### config.mk
export PLATFORM = sky130hd
export DESIGN_NAME = array_pool_linked_list_top_flat
export DESIGN_NICKNAME = d
export VERILOG_FILES = /design/src/hdl/apll_pkg.sv /design/src/hdl/apll_in_if.sv /design/src/hdl/apll_out_if.sv /design/src/hdl/array_pool_linked_list_top.sv /design/src/hdl/apll_ctrl.sv /design/src/hdl/apll_dp.sv /design/src/flat_wrapper.sv
export VERILOG_INCLUDE_DIRS = /design/src /design/src/hdl
export SDC_FILE = /design/constraint.sdc
export NUM_CORES = 1
export LEC_CHECK = 0
export BUFFER_PORTS_ARGS = -buffer_cell sky130_fd_sc_hd__buf_2
export CORE_UTILIZATION = 35
export CTS_BUF_LIST = sky130_fd_sc_hd__clkbuf_4 sky130_fd_sc_hd__clkbuf_8 sky130_fd_sc_hd__clkbuf_16
export CTS_CLUSTER_DIAMETER = 30
export DETAILED_ROUTE_END_ITERATION = 10
export SKIP_LAST_GASP = 1
export SLEW_MARGIN = 20
export SYNTH_ARGS = -nofsm -noshare
export SYNTH_HDL_FRONTEND = slang
export SYNTH_SLANG_ARGS = --single-unit
### constraint.sdc
create_clock -name i_clk -period 5.8 [get_ports i_clk]
set_input_delay 0.58 -clock i_clk [delete_from_list [all_inputs] [get_ports i_clk]]
set_output_delay 0.58 -clock i_clk [all_outputs]
set_load 0.02 [all_outputs]
### src/hdl/assert_macros.svh
// assertion macros shared by the list block
// no dependencies; included inside module bodies
`ifndef ASSERT_MACROS_SVH
`define ASSERT_MACROS_SVH

// same-cycle implication, off during reset
`define APLL_ASSERT_NOW(name, clk, rst_n, ante, cons) \
    name: assert property (@(posedge clk) disable iff (!(rst_n)) (ante) |-> (cons)) \
        else $error("list block check failed");

// next-cycle implication, off during reset
`define APLL_ASSERT_NEXT(name, clk, rst_n, ante, cons) \
    name: assert property (@(posedge clk) disable iff (!(rst_n)) (ante) |=> (cons)) \
        else $error("list block check failed");

`endif

### src/hdl/apll_pkg.sv
// types, constants and codes for the pooled linked list block
// no dependencies
package apll_pkg;

    localparam int POOL_SIZE = 16;
    localparam int IDX_W     = $clog2(POOL_SIZE);
    localparam int LINK_W    = $clog2(POOL_SIZE + 1);
    localparam logic [LINK_W-1:0] LINK_NULL = LINK_W'(POOL_SIZE);

    localparam int OP_W     = 3;
    localparam int VALUE_W  = 32;
    localparam int STATUS_W = 2;
    localparam int COUNT_W  = 5;

    typedef enum logic [OP_W-1:0] {
        OP_INS_HEAD   = 3'd0,
        OP_INS_TAIL   = 3'd1,
        OP_INS_SORTED = 3'd2,
        OP_DEL_FIRST  = 3'd3,
        OP_DEL_ALL    = 3'd4
    } t_op;

    typedef enum logic [STATUS_W-1:0] {
        ST_DONE     = 2'd0,
        ST_FULL     = 2'd1,
        ST_NO_MATCH = 2'd2
    } t_status;

    typedef enum logic [2:0] {
        S_IDLE,
        S_DISPATCH,
        S_INS_WALK,
        S_LINK,
        S_DEL_WALK,
        S_FINISH
    } t_state;

    typedef struct packed {
        logic load;
        logic alloc;
        logic mark_full;
        logic ins_step;
        logic link;
        logic del_unlink;
        logic del_skip;
        logic out_load;
    } t_cmd;

    typedef struct packed {
        logic op_ins;
        logic op_head;
        logic op_del;
        logic op_first;
        logic free_empty;
        logic ins_go;
        logic del_end;
        logic del_hit;
        logic out_free;
    } t_stat;

endpackage

### src/hdl/apll_in_if.sv
// input channel of the list block: operation and value
// depends on apll_pkg
interface apll_in_if;
    import apll_pkg::*;

    logic                      valid;
    logic                      ready;
    logic [OP_W-1:0]           operation;
    logic signed [VALUE_W-1:0] value;

    modport source (output valid, output operation, output value, input ready);
    modport sink (input valid, input operation, input value, output ready);
endinterface

### src/hdl/apll_out_if.sv
// result channel of the list block: status, removed count, length
// depends on apll_pkg
interface apll_out_if;
    import apll_pkg::*;

    logic                valid;
    logic                ready;
    logic [STATUS_W-1:0] status;
    logic [COUNT_W-1:0]  removed_count;
    logic [COUNT_W-1:0]  list_length;

    modport source (output valid, output status, output removed_count,
                    output list_length, input ready);
    modport sink (input valid, input status, input removed_count,
                  input list_length, output ready);
endinterface

### src/hdl/array_pool_linked_list_top.sv
// top level of the pooled singly linked list with free list
// depends on apll_pkg, apll_in_if, apll_out_if, apll_ctrl, apll_dp
// sequence: an accepted item is dispatched; an insert at head then links the new node, tail and
//   sorted inserts walk one node per step before linking, deletes walk and unlink matches (delete
//   first stops at its first match); a full pool or an unused code goes straight to finish
// the result loads once the output register is free; the next item is taken in the cycle after it loads
// a new item is taken while the previous result still waits in the output register
// reset: list empty, free chain rebuilt as node i -> node i-1, node values undefined
module array_pool_linked_list_top (
    input  logic      i_clk,
    input  logic      i_rst_n,
    apll_in_if.sink   i_in,
    apll_out_if.source o_out
);
    import apll_pkg::*;

    // command and status between sequencer and datapath
    t_cmd  cmd;
    t_stat stat;

    // sequencer: dispatch, walk, link and result handoff
    apll_ctrl u_ctrl (
        .i_clk      (i_clk),
        .i_rst_n    (i_rst_n),
        .i_in_valid (i_in.valid),
        .o_in_ready (i_in.ready),
        .i_stat     (stat),
        .o_cmd      (cmd)
    );

    // node pool, heads, counters and the result register
    apll_dp u_dp (
        .i_clk           (i_clk),
        .i_rst_n         (i_rst_n),
        .i_cmd           (cmd),
        .o_stat          (stat),
        .i_operation     (i_in.operation),
        .i_value         (i_in.value),
        .o_out_valid     (o_out.valid),
        .i_out_ready     (o_out.ready),
        .o_status        (o_out.status),
        .o_removed_count (o_out.removed_count),
        .o_list_length   (o_out.list_length)
    );

endmodule

### src/hdl/apll_ctrl.sv
// controller state machine of the list block
// depends on apll_pkg
module apll_ctrl (
    input  logic           i_clk,
    input  logic           i_rst_n,
    input  logic           i_in_valid,
    output logic           o_in_ready,
    input  apll_pkg::t_stat i_stat,
    output apll_pkg::t_cmd  o_cmd
);
    import apll_pkg::*;

    t_state r_state;
    t_state n_state;

    always_ff @(posedge i_clk) begin
        if (!i_rst_n) begin
            r_state <= S_IDLE;
        end else begin
            r_state <= n_state;
        end
    end

    always_comb begin
        n_state    = r_state;
        o_cmd      = '0;
        o_in_ready = 1'b0;
        case (r_state)
            S_IDLE: begin
                o_in_ready = 1'b1;
                if (i_in_valid) begin
                    o_cmd.load = 1'b1;
                    n_state    = S_DISPATCH;
                end
            end
            S_DISPATCH: begin
                if (i_stat.op_ins) begin
                    if (i_stat.free_empty) begin
                        o_cmd.mark_full = 1'b1;
                        n_state         = S_FINISH;
                    end else begin
                        o_cmd.alloc = 1'b1;
                        n_state     = i_stat.op_head ? S_LINK : S_INS_WALK;
                    end
                end else if (i_stat.op_del) begin
                    n_state = S_DEL_WALK;
                end else begin
                    n_state = S_FINISH;
                end
            end
            S_INS_WALK: begin
                if (i_stat.ins_go) begin
                    o_cmd.ins_step = 1'b1;
                end else begin
                    n_state = S_LINK;
                end
            end
            S_LINK: begin
                o_cmd.link = 1'b1;
                n_state    = S_FINISH;
            end
            S_DEL_WALK: begin
                if (i_stat.del_end) begin
                    n_state = S_FINISH;
                end else if (i_stat.del_hit) begin
                    o_cmd.del_unlink = 1'b1;
                    if (i_stat.op_first) begin
                        n_state = S_FINISH;
                    end
                end else begin
                    o_cmd.del_skip = 1'b1;
                end
            end
            S_FINISH: begin
                if (i_stat.out_free) begin
                    o_cmd.out_load = 1'b1;
                    n_state        = S_IDLE;
                end
            end
            default: begin
                n_state = S_IDLE;
            end
        endcase
    end

endmodule

### src/hdl/apll_dp.sv
// datapath of the list block: node pool, list and free heads, result register
// depends on apll_pkg and assert_macros.svh
module apll_dp (
    input  logic                               i_clk,
    input  logic                               i_rst_n,
    input  apll_pkg::t_cmd                     i_cmd,
    output apll_pkg::t_stat                    o_stat,
    input  logic [apll_pkg::OP_W-1:0]          i_operation,
    input  logic signed [apll_pkg::VALUE_W-1:0] i_value,
    output logic                               o_out_valid,
    input  logic                               i_out_ready,
    output logic [apll_pkg::STATUS_W-1:0]      o_status,
    output logic [apll_pkg::COUNT_W-1:0]       o_removed_count,
    output logic [apll_pkg::COUNT_W-1:0]       o_list_length
);
    import apll_pkg::*;
    `include "assert_macros.svh"

    logic signed [VALUE_W-1:0] r_value [POOL_SIZE];
    logic [LINK_W-1:0]         r_link  [POOL_SIZE];

    logic [OP_W-1:0]           r_op;
    logic signed [VALUE_W-1:0] r_val;
    logic [LINK_W-1:0]         r_list_head;
    logic [LINK_W-1:0]         r_free_head;
    logic [LINK_W-1:0]         r_count;
    logic [LINK_W-1:0]         r_cur;
    logic [LINK_W-1:0]         r_prev;
    logic [LINK_W-1:0]         r_new;
    logic [LINK_W-1:0]         r_steps;
    logic [LINK_W-1:0]         r_removed;
    logic                      r_full;

    logic                      r_out_valid;
    logic [STATUS_W-1:0]       r_out_status;
    logic [COUNT_W-1:0]        r_out_removed;
    logic [COUNT_W-1:0]        r_out_length;

    logic [IDX_W-1:0]          cur_idx;
    logic [IDX_W-1:0]          prev_idx;
    logic [IDX_W-1:0]          rd_idx;
    logic [LINK_W-1:0]         rd_link;
    logic signed [VALUE_W-1:0] cur_value;
    logic                      cur_is_node;
    logic                      prev_is_node;
    logic                      steps_done;
    logic                      is_del;
    logic [STATUS_W-1:0]       n_status;

    assign cur_idx      = r_cur[IDX_W-1:0];
    assign prev_idx     = r_prev[IDX_W-1:0];
    // one link read port: free head during allocation, walk cursor otherwise
    assign rd_idx       = i_cmd.alloc ? r_free_head[IDX_W-1:0] : cur_idx;
    assign rd_link      = r_link[rd_idx];
    assign cur_value    = r_value[cur_idx];
    assign cur_is_node  = (r_cur < LINK_W'(POOL_SIZE));
    assign prev_is_node = (r_prev < LINK_W'(POOL_SIZE));
    assign steps_done   = (r_steps == LINK_W'(POOL_SIZE));
    assign is_del       = (r_op == OP_DEL_FIRST) || (r_op == OP_DEL_ALL);

    always_comb begin
        o_stat            = '0;
        o_stat.op_ins     = (r_op == OP_INS_HEAD) || (r_op == OP_INS_TAIL)
                            || (r_op == OP_INS_SORTED);
        o_stat.op_head    = (r_op == OP_INS_HEAD);
        o_stat.op_del     = is_del;
        o_stat.op_first   = (r_op == OP_DEL_FIRST);
        o_stat.free_empty = (r_free_head == LINK_NULL);
        o_stat.ins_go     = cur_is_node && !steps_done
                            && ((r_op == OP_INS_TAIL) || (cur_value < r_val));
        o_stat.del_end    = !cur_is_node || steps_done;
        o_stat.del_hit    = (cur_value == r_val);
        o_stat.out_free   = !r_out_valid || i_out_ready;
    end

    always_comb begin
        if (r_full) begin
            n_status = ST_FULL;
        end else if (is_del && (r_removed == '0)) begin
            n_status = ST_NO_MATCH;
        end else begin
            n_status = ST_DONE;
        end
    end

    // node values: written on allocation only
    always_ff @(posedge i_clk) begin
        if (i_cmd.alloc) begin
            r_value[r_free_head[IDX_W-1:0]] <= r_val;
        end
    end

    always_ff @(posedge i_clk) begin
        if (!i_rst_n) begin
            for (int i = 0; i < POOL_SIZE; i++) begin
                r_link[i] <= (i == 0) ? LINK_NULL : LINK_W'(i - 1);
            end
            r_list_head <= LINK_NULL;
            r_free_head <= LINK_W'(POOL_SIZE - 1);
            r_count     <= '0;
            r_out_valid <= 1'b0;
            r_full      <= 1'b0;
        end else begin
            if (i_cmd.load) begin
                r_full <= 1'b0;
            end
            if (i_cmd.mark_full) begin
                r_full <= 1'b1;
            end
            if (i_cmd.alloc) begin
                r_free_head <= rd_link;
            end
            if (i_cmd.link) begin
                r_link[r_new[IDX_W-1:0]] <= r_cur;
                if (prev_is_node) begin
                    r_link[prev_idx] <= r_new;
                end else begin
                    r_list_head <= r_new;
                end
                r_count <= r_count + 1'b1;
            end
            if (i_cmd.del_unlink) begin
                if (prev_is_node) begin
                    r_link[prev_idx] <= rd_link;
                end else begin
                    r_list_head <= rd_link;
                end
                r_link[cur_idx] <= r_free_head;
                r_free_head     <= r_cur;
                if (r_count != '0) begin
                    r_count <= r_count - 1'b1;
                end
            end
            if (i_cmd.out_load) begin
                r_out_valid <= 1'b1;
            end else if (i_out_ready) begin
                r_out_valid <= 1'b0;
            end
        end
    end

    // walk registers and result payload
    always_ff @(posedge i_clk) begin
        if (i_cmd.load) begin
            r_op      <= i_operation;
            r_val     <= i_value;
            r_cur     <= r_list_head;
            r_prev    <= LINK_NULL;
            r_steps   <= '0;
            r_removed <= '0;
        end
        if (i_cmd.alloc) begin
            r_new <= r_free_head;
        end
        if (i_cmd.ins_step || i_cmd.del_skip) begin
            r_prev  <= r_cur;
            r_cur   <= rd_link;
            r_steps <= r_steps + 1'b1;
        end
        if (i_cmd.del_unlink) begin
            r_cur     <= rd_link;
            r_steps   <= r_steps + 1'b1;
            r_removed <= r_removed + 1'b1;
        end
        if (i_cmd.out_load) begin
            r_out_status  <= n_status;
            r_out_removed <= COUNT_W'(r_removed);
            r_out_length  <= COUNT_W'(r_count);
        end
    end

    assign o_out_valid     = r_out_valid;
    assign o_status        = r_out_status;
    assign o_removed_count = r_out_removed;
    assign o_list_length   = r_out_length;

    // free chain empties at allocation, the count catches up at link
    `APLL_ASSERT_NOW(a_empty_pool_full, i_clk, i_rst_n, r_free_head == LINK_NULL,
                     r_count >= LINK_W'(POOL_SIZE - 1))
    `APLL_ASSERT_NOW(a_no_head_empty, i_clk, i_rst_n, r_list_head == LINK_NULL, r_count == '0)
    `APLL_ASSERT_NEXT(a_link_grows, i_clk, i_rst_n, i_cmd.link, r_count == $past(r_count) + 1'b1)
    `APLL_ASSERT_NEXT(a_unlink_frees, i_clk, i_rst_n, i_cmd.del_unlink, r_free_head == $past(r_cur))

endmodule
### src/flat_wrapper.sv
// flat-port wrapper written by rule: the top's interface ports become plain ports
module array_pool_linked_list_top_flat import apll_pkg::*;
  (i_clk, i_rst_n, i_in_valid, i_in_operation, i_in_value, i_in_ready, o_out_valid, o_out_status, o_out_removed_count, o_out_list_length, o_out_ready);
  apll_in_if i_in_i ();
  apll_out_if o_out_i ();
  input  logic i_clk;
  input  logic i_rst_n;
  input wire logic [$bits(i_in_i.valid)-1:0] i_in_valid;
  input wire logic [$bits(i_in_i.operation)-1:0] i_in_operation;
  input wire logic [$bits(i_in_i.value)-1:0] i_in_value;
  output wire logic [$bits(i_in_i.ready)-1:0] i_in_ready;
  output wire logic [$bits(o_out_i.valid)-1:0] o_out_valid;
  output wire logic [$bits(o_out_i.status)-1:0] o_out_status;
  output wire logic [$bits(o_out_i.removed_count)-1:0] o_out_removed_count;
  output wire logic [$bits(o_out_i.list_length)-1:0] o_out_list_length;
  input wire logic [$bits(o_out_i.ready)-1:0] o_out_ready;
  assign i_in_i.valid = i_in_valid;
  assign i_in_i.operation = i_in_operation;
  assign i_in_i.value = i_in_value;
  assign i_in_ready = i_in_i.ready;
  assign o_out_valid = o_out_i.valid;
  assign o_out_status = o_out_i.status;
  assign o_out_removed_count = o_out_i.removed_count;
  assign o_out_list_length = o_out_i.list_length;
  assign o_out_i.ready = o_out_ready;
  array_pool_linked_list_top u_core (.i_clk(i_clk), .i_rst_n(i_rst_n), .i_in(i_in_i), .o_out(o_out_i));
endmodule
* Word level (Yosys, flattened, before mapping) *
Memories as Yosys holds them, arrays and structs flattened. A register that Yosys moved wholly into a read port is not among the register bits.
Index checks and enable logic that the tools add are counted.

storage, ports and cells
  word-level logic and storage cells = 152
  memories kept = 2
  memory bits (writable) = 592
  bits in registers = 92

memory list
  name                 depth  bits a word  read ports  clocked after Yosys merged registers in  wr ports  line           source
  u_core.u_dp.r_value  16     32           1           1                                        1         apll_dp.sv:19  logic signed [VALUE_W-1:0] r_value [POOL_SIZE];
  u_core.u_dp.r_link   16     5            1           0                                        16        apll_dp.sv:20  logic [LINK_W-1:0] r_link [POOL_SIZE];

cells by class
  equal/unequal tests = 18
  multiplexer cells = 78
  order comparisons = 3
  bitwise gates (word level) = 4
  reduce and logical (&&, ||, !) cells = 27
  $add $sub $neg = 4

operator list
  cell                                                 number
  two-way mux 5 bit                                    22
  two-way mux 1 bit                                    37
  equality test 32 bit                                 1
  less-than comparator 32 bit                          1
  two-way mux 3 bit                                    8
  two-way mux 4 bit                                    5
  case mux 3 bit (6 select lines)                      1
  adder 5 x 1 -> 5 bit, second input constant          3
  OR reduction 5 bit                                   3
  equality test 3 x 2 -> 1 bit, second input constant  4
  equality test 5 bit, second input constant           2
  less-than comparator 5 bit, second input constant    2
  two-way mux 2 bit                                    5
  nonzero test 2 bit                                   5
  equality test 3 bit, second input constant           3
  logical OR 1 bit                                     7
  equality test 3 x 1 -> 1 bit, second input constant  2
  logical NOT 3 bit                                    2
  != test 3 x 1 -> 1 bit, second input constant        2
  logical NOT 5 bit                                    1
  AND reduction 5 bit                                  1
  nonzero test 5 bit                                   1
  subtractor 5 x 1 -> 5 bit, second input constant     1
  equality test 4 bit                                  1
  other kinds (8)                                      14

* Longest topological paths before layout *
  depth in word-level cells = 13
  mapped depth = 14
  depth with buffers taken out = 12

* By module *
From an unflattened synthesis, not the netlist that was laid out.

unflattened totals
  cells, all modules = 1852
  area, all modules = 29960.0 um^2

modules (own cells, without submodules)
  module     instances  cells each  area an instance (um^2)
  apll_dp    1          1810        29662.2
  apll_ctrl  1          42          297.8

* Worst setup path after synthesis *
OpenSTA, ideal clock, no wires.

  path type = flip-flop to flip-flop
  start = register (tool-made name)
  end = memory u_core.u_dp.r_link[2][0] (netlist bit), enable pin
  data required time = 5.481 ns
  cell stages (with the launch flop) = 14
  setup time = 0.319 ns
  path buffers = 3
  path slack = 0.675 ns
  period minus slack after synthesis = 5.125 ns
  arrival time = 4.806 ns
  path through = dfxtp_1 > clkbuf_1 > buf_1 > mux4_2 > mux4_2 > ha_1 > nand4_1 > nor4_1 > and3_1 > buf_2 > o21ai_2 > nor4_1 > nand2_1 > nand3_1

RTL lines
  what              line
  end: declaration  apll_dp.sv:20

==> metrics.md <==
| Metric | Value |
|---|---|
| Status | `finished clean` |
| RSZ-0062 raised after global routing | `false` |
| Leak | `11.9 nW` |
| CTS tree | `built` |
| Pwr per Cell Area | `459 mW/mm^2` |
| Initial Util | `35.5%` |
| Initial antenna violation count | `3` |
| Register bit total from synthesis | `688` |
| Fillers | `6951` |
| DR pass1 iterations | `7` |
| Overall Global Routing Usage | `17.5%` |
| Die ar. | `0.0833 sq mm` |
| Worst Slack Setup Final | `0.119 ns` |
| First DRT Iteration DRCs | `1567` |
| Port bufs | `52` |
| Post-synth ARST share | `0%` |
| VDD IR max | `0.231 mV` |
| Total wire length | `72.0 mm` |
| Num CTS Buffers | `140` |
| Largest net degree at the start of global routing | `49` |
| Final-report hold violation count | `0` |
| Syn Area/Cell | `18.0 sq um` |
| Synth Instances | `1595` |
| Worst Path Max Fanout | `42` |
| Fin. max-slew vios | `0` |
| Delay-heaviest family, CP | `simple AND/OR/NAND/NOR gates` |
| Synth Net Count | `1672` |
| Worst-Skew Late Latency | `0.72 ns` |
| Worst path required time | `6.18 ns` |
| Pre-CTS setup slack | `-0.307 ns` |
| Postcts setup bufs | `0` |
| Final worst-path cycle share | `97.9%` |
| Vias in the first global route | `16.7k` |
| Synth-to-Final Area Change | `24.1%` |
| FMAX | `0.176 GHz` |
| Largest register FFs | `512` |
| Post-synth EDFFs | `664` |
| CP Data Arrival Time | `6.06 ns` |
| Fin util | `44.1%` |
| Io pins | `53` |
| Final setup viols | `0` |
| Total power | `16.4 mW` |
| Max incr delay on CP | `0.79 ns` |
| Buf/Inv on CP | `4` |
| Crit path kind | `reg2reg` |
| Synthesis warning total | `0` |
| Max Cap Viol | `0` |
| Slowest cell on crit path | `nor4_1` |
| Root buffer cell | `clkbuf_16` |
| CTS sink cnt | `688` |
| Post-layout min period | `5.68 ns` |
| First-pass GRT wire length | `106 mm` |
| FP Rows | `104` |
| Worst-Margin Slew | `1.15 ns` |
| GR Overflow Total | `0` |
| Crit. End Element | `flip-flop` |
| Fraction of layout cells with a size suffix above 1 | `30.7%` |
| Antenna-violating nets left | `0` |
| Crit start category | `flip-flop` |
| CP dominant cell by count | `buf_4` |
| Fin nets | `1859` |
| Worst slew margin | `23.2%` |
| Sequential share of the synthesized area | `71.0%` |
| Post-Syn Area | `0.0287 sq mm` |
| DRC viols | `0` |
| Vert. Die Dim | `289 um` |
| Yosys cell types | `82` |
| Maximum clock path buffer count | `3` |
| Routed via count | `16.1k` |
| Hold Worst Slack | `0.0490 ns` |
| Placer Congestion | `0.854` |
| Post-synth top flop | `edfxtp_1` |
| Drt via density | `5.45` |
| Die Wd | `289 um` |
| Core area | `0.0809 sq mm` |
| Drt wl/cell | `24.3 um` |
| Worst path cell trace | `buf_12, buf_4, mux4_2, mux4_2, ha_1, nand4_1, nor4_1, buf_4, and3_1, o21ai_2, nor4_1, buf_4, nand2_1, nand3_1` |
| Reg clk slew, reported paths | `0.05 ns` |
| Hold Crit Class | `in2reg` |
| CTS H-tree depth | `4` |
| Post-DP HPWL | `40.3 mm` |
| Worst Skew | `0.0349 ns` |
final cells by class:
class | count | area (sq um) | share of cell area, %
diodes | 2 | 5.00 | 0.0140
clock buffers | 164 | 3800 | 10.7
clock inverters | 92 | 1110 | 3.13
inverters | 57 | 214 | 0.600
multi-input cells | 772 | 7850 | 22.0
flip-flops and latches | 688 | 20400 | 57.3
well taps | 1060 | 1330 | 3.72
repair buffers | 123 | 921 | 2.58
layout by cell type, fill, tap and decap left out, drive strengths merged, types with 14 or more instances in the layout:
cell        n
a21oi      41
a22oi      26
buf       112
bufinv     17
clkbuf    164
clkinv     46
clkinvlp   14
dfxtp      24
edfxtp    664
ha         38
inv        72
mux2       14
mux2i      36
mux4      160
nand2      70
nand3      52
nor2       67
nor3       26
o21ai      22
o22ai      59
cells by family (layout without fill, tap and decap cells):
kind of cell	after synthesis	in the layout	synth area share (%)
buffers and inverters	135	436	2.05
flip-flops	688	688	71.0
multiplexers	210	210	14.3
AND/OR/NAND/NOR	295	295	5.21
AO/OA/AOI/OAI	218	218	5.38
other	0	2	0
XOR/XNOR	11	11	0.335
adder cells (fa/ha/maj)	38	38	1.65
synthesized netlist by cell type (all sizes together) (10+ instances only):
cell	n	area share [%]
nand3	52	0.91
o22ai	59	1.3
clkbuf	43	0.57
a31oi	10	0.29
o21ai	22	0.41
nand2b	11	0.24
a22oi	26	0.73
buf	35	0.74
mux4	160	13
nor2	67	0.88
and3	11	0.24
nand2	70	0.92
nor3	26	0.49
mux2i	36	1.3
a21oi	41	0.73
dfxtp	24	1.7
mux2	14	0.55
inv	56	0.73
nand4	11	0.26
edfxtp	664	69
ha	38	1.7
power by group:
| part | internal (mW) | switching [mW] | leakage, nW |
|---|---|---|---|
| combinational | 1.04 | 1.18 | 3.35 |
| sequential | 5.71 | 0.264 | 6.20 |
| clock | 5.48 | 2.70 | 2.39 |
path summary, 6_finish.rpt:
check / startpoint / to / slack [ns] / cells past startpoint
max: flip-flop / u_core.u_dp.r_link[10][2] / 0.12 / 14
min: i_in_value[25] / u_core.u_dp.r_val[25] / 0.05 / 1
max reg2reg: flip-flop / u_core.u_dp.r_link[10][2] / 0.12 / 14
min reg2reg: u_core.u_dp.r_count[1] / u_core.u_dp.o_list_length[1] / 0.50 / 0
metrics by stage:
| stage | instances | cell area, sq um | setup TNS [ns] |
|---|---|---|---|
| finish | 2958 | 35700 | 0 |
| global placement | 2689 | 30600 | -4.74 |
| CTS | 2956 | 35600 | 0 |
| global route | 2957 | 35700 | 0 |
| floorplan | 1595 | 28700 | 0 |
| detailed placement | 2689 | 30600 | -5.67 |
what timing repair did:
| item | in CTS | in global routing |
|---|---|---|
| endpoints found under the hold margin | 11 | 0 |
| gates resized for setup | 2 | 2 |
| setup endpoints to repair | 58 | 22 |
| hold buffers | 11 | 0 |
metal layers:
layer  up-vias  track usage [%]  share of wire [%]
met4         2             6.97                2.9
met1      8330             22.4                 41
met2       644             28.5                 49
met3       162             4.32                6.6
li1       6975                -                  -
met5         -                0              0.017
Power figures use the tool's default switching activity.
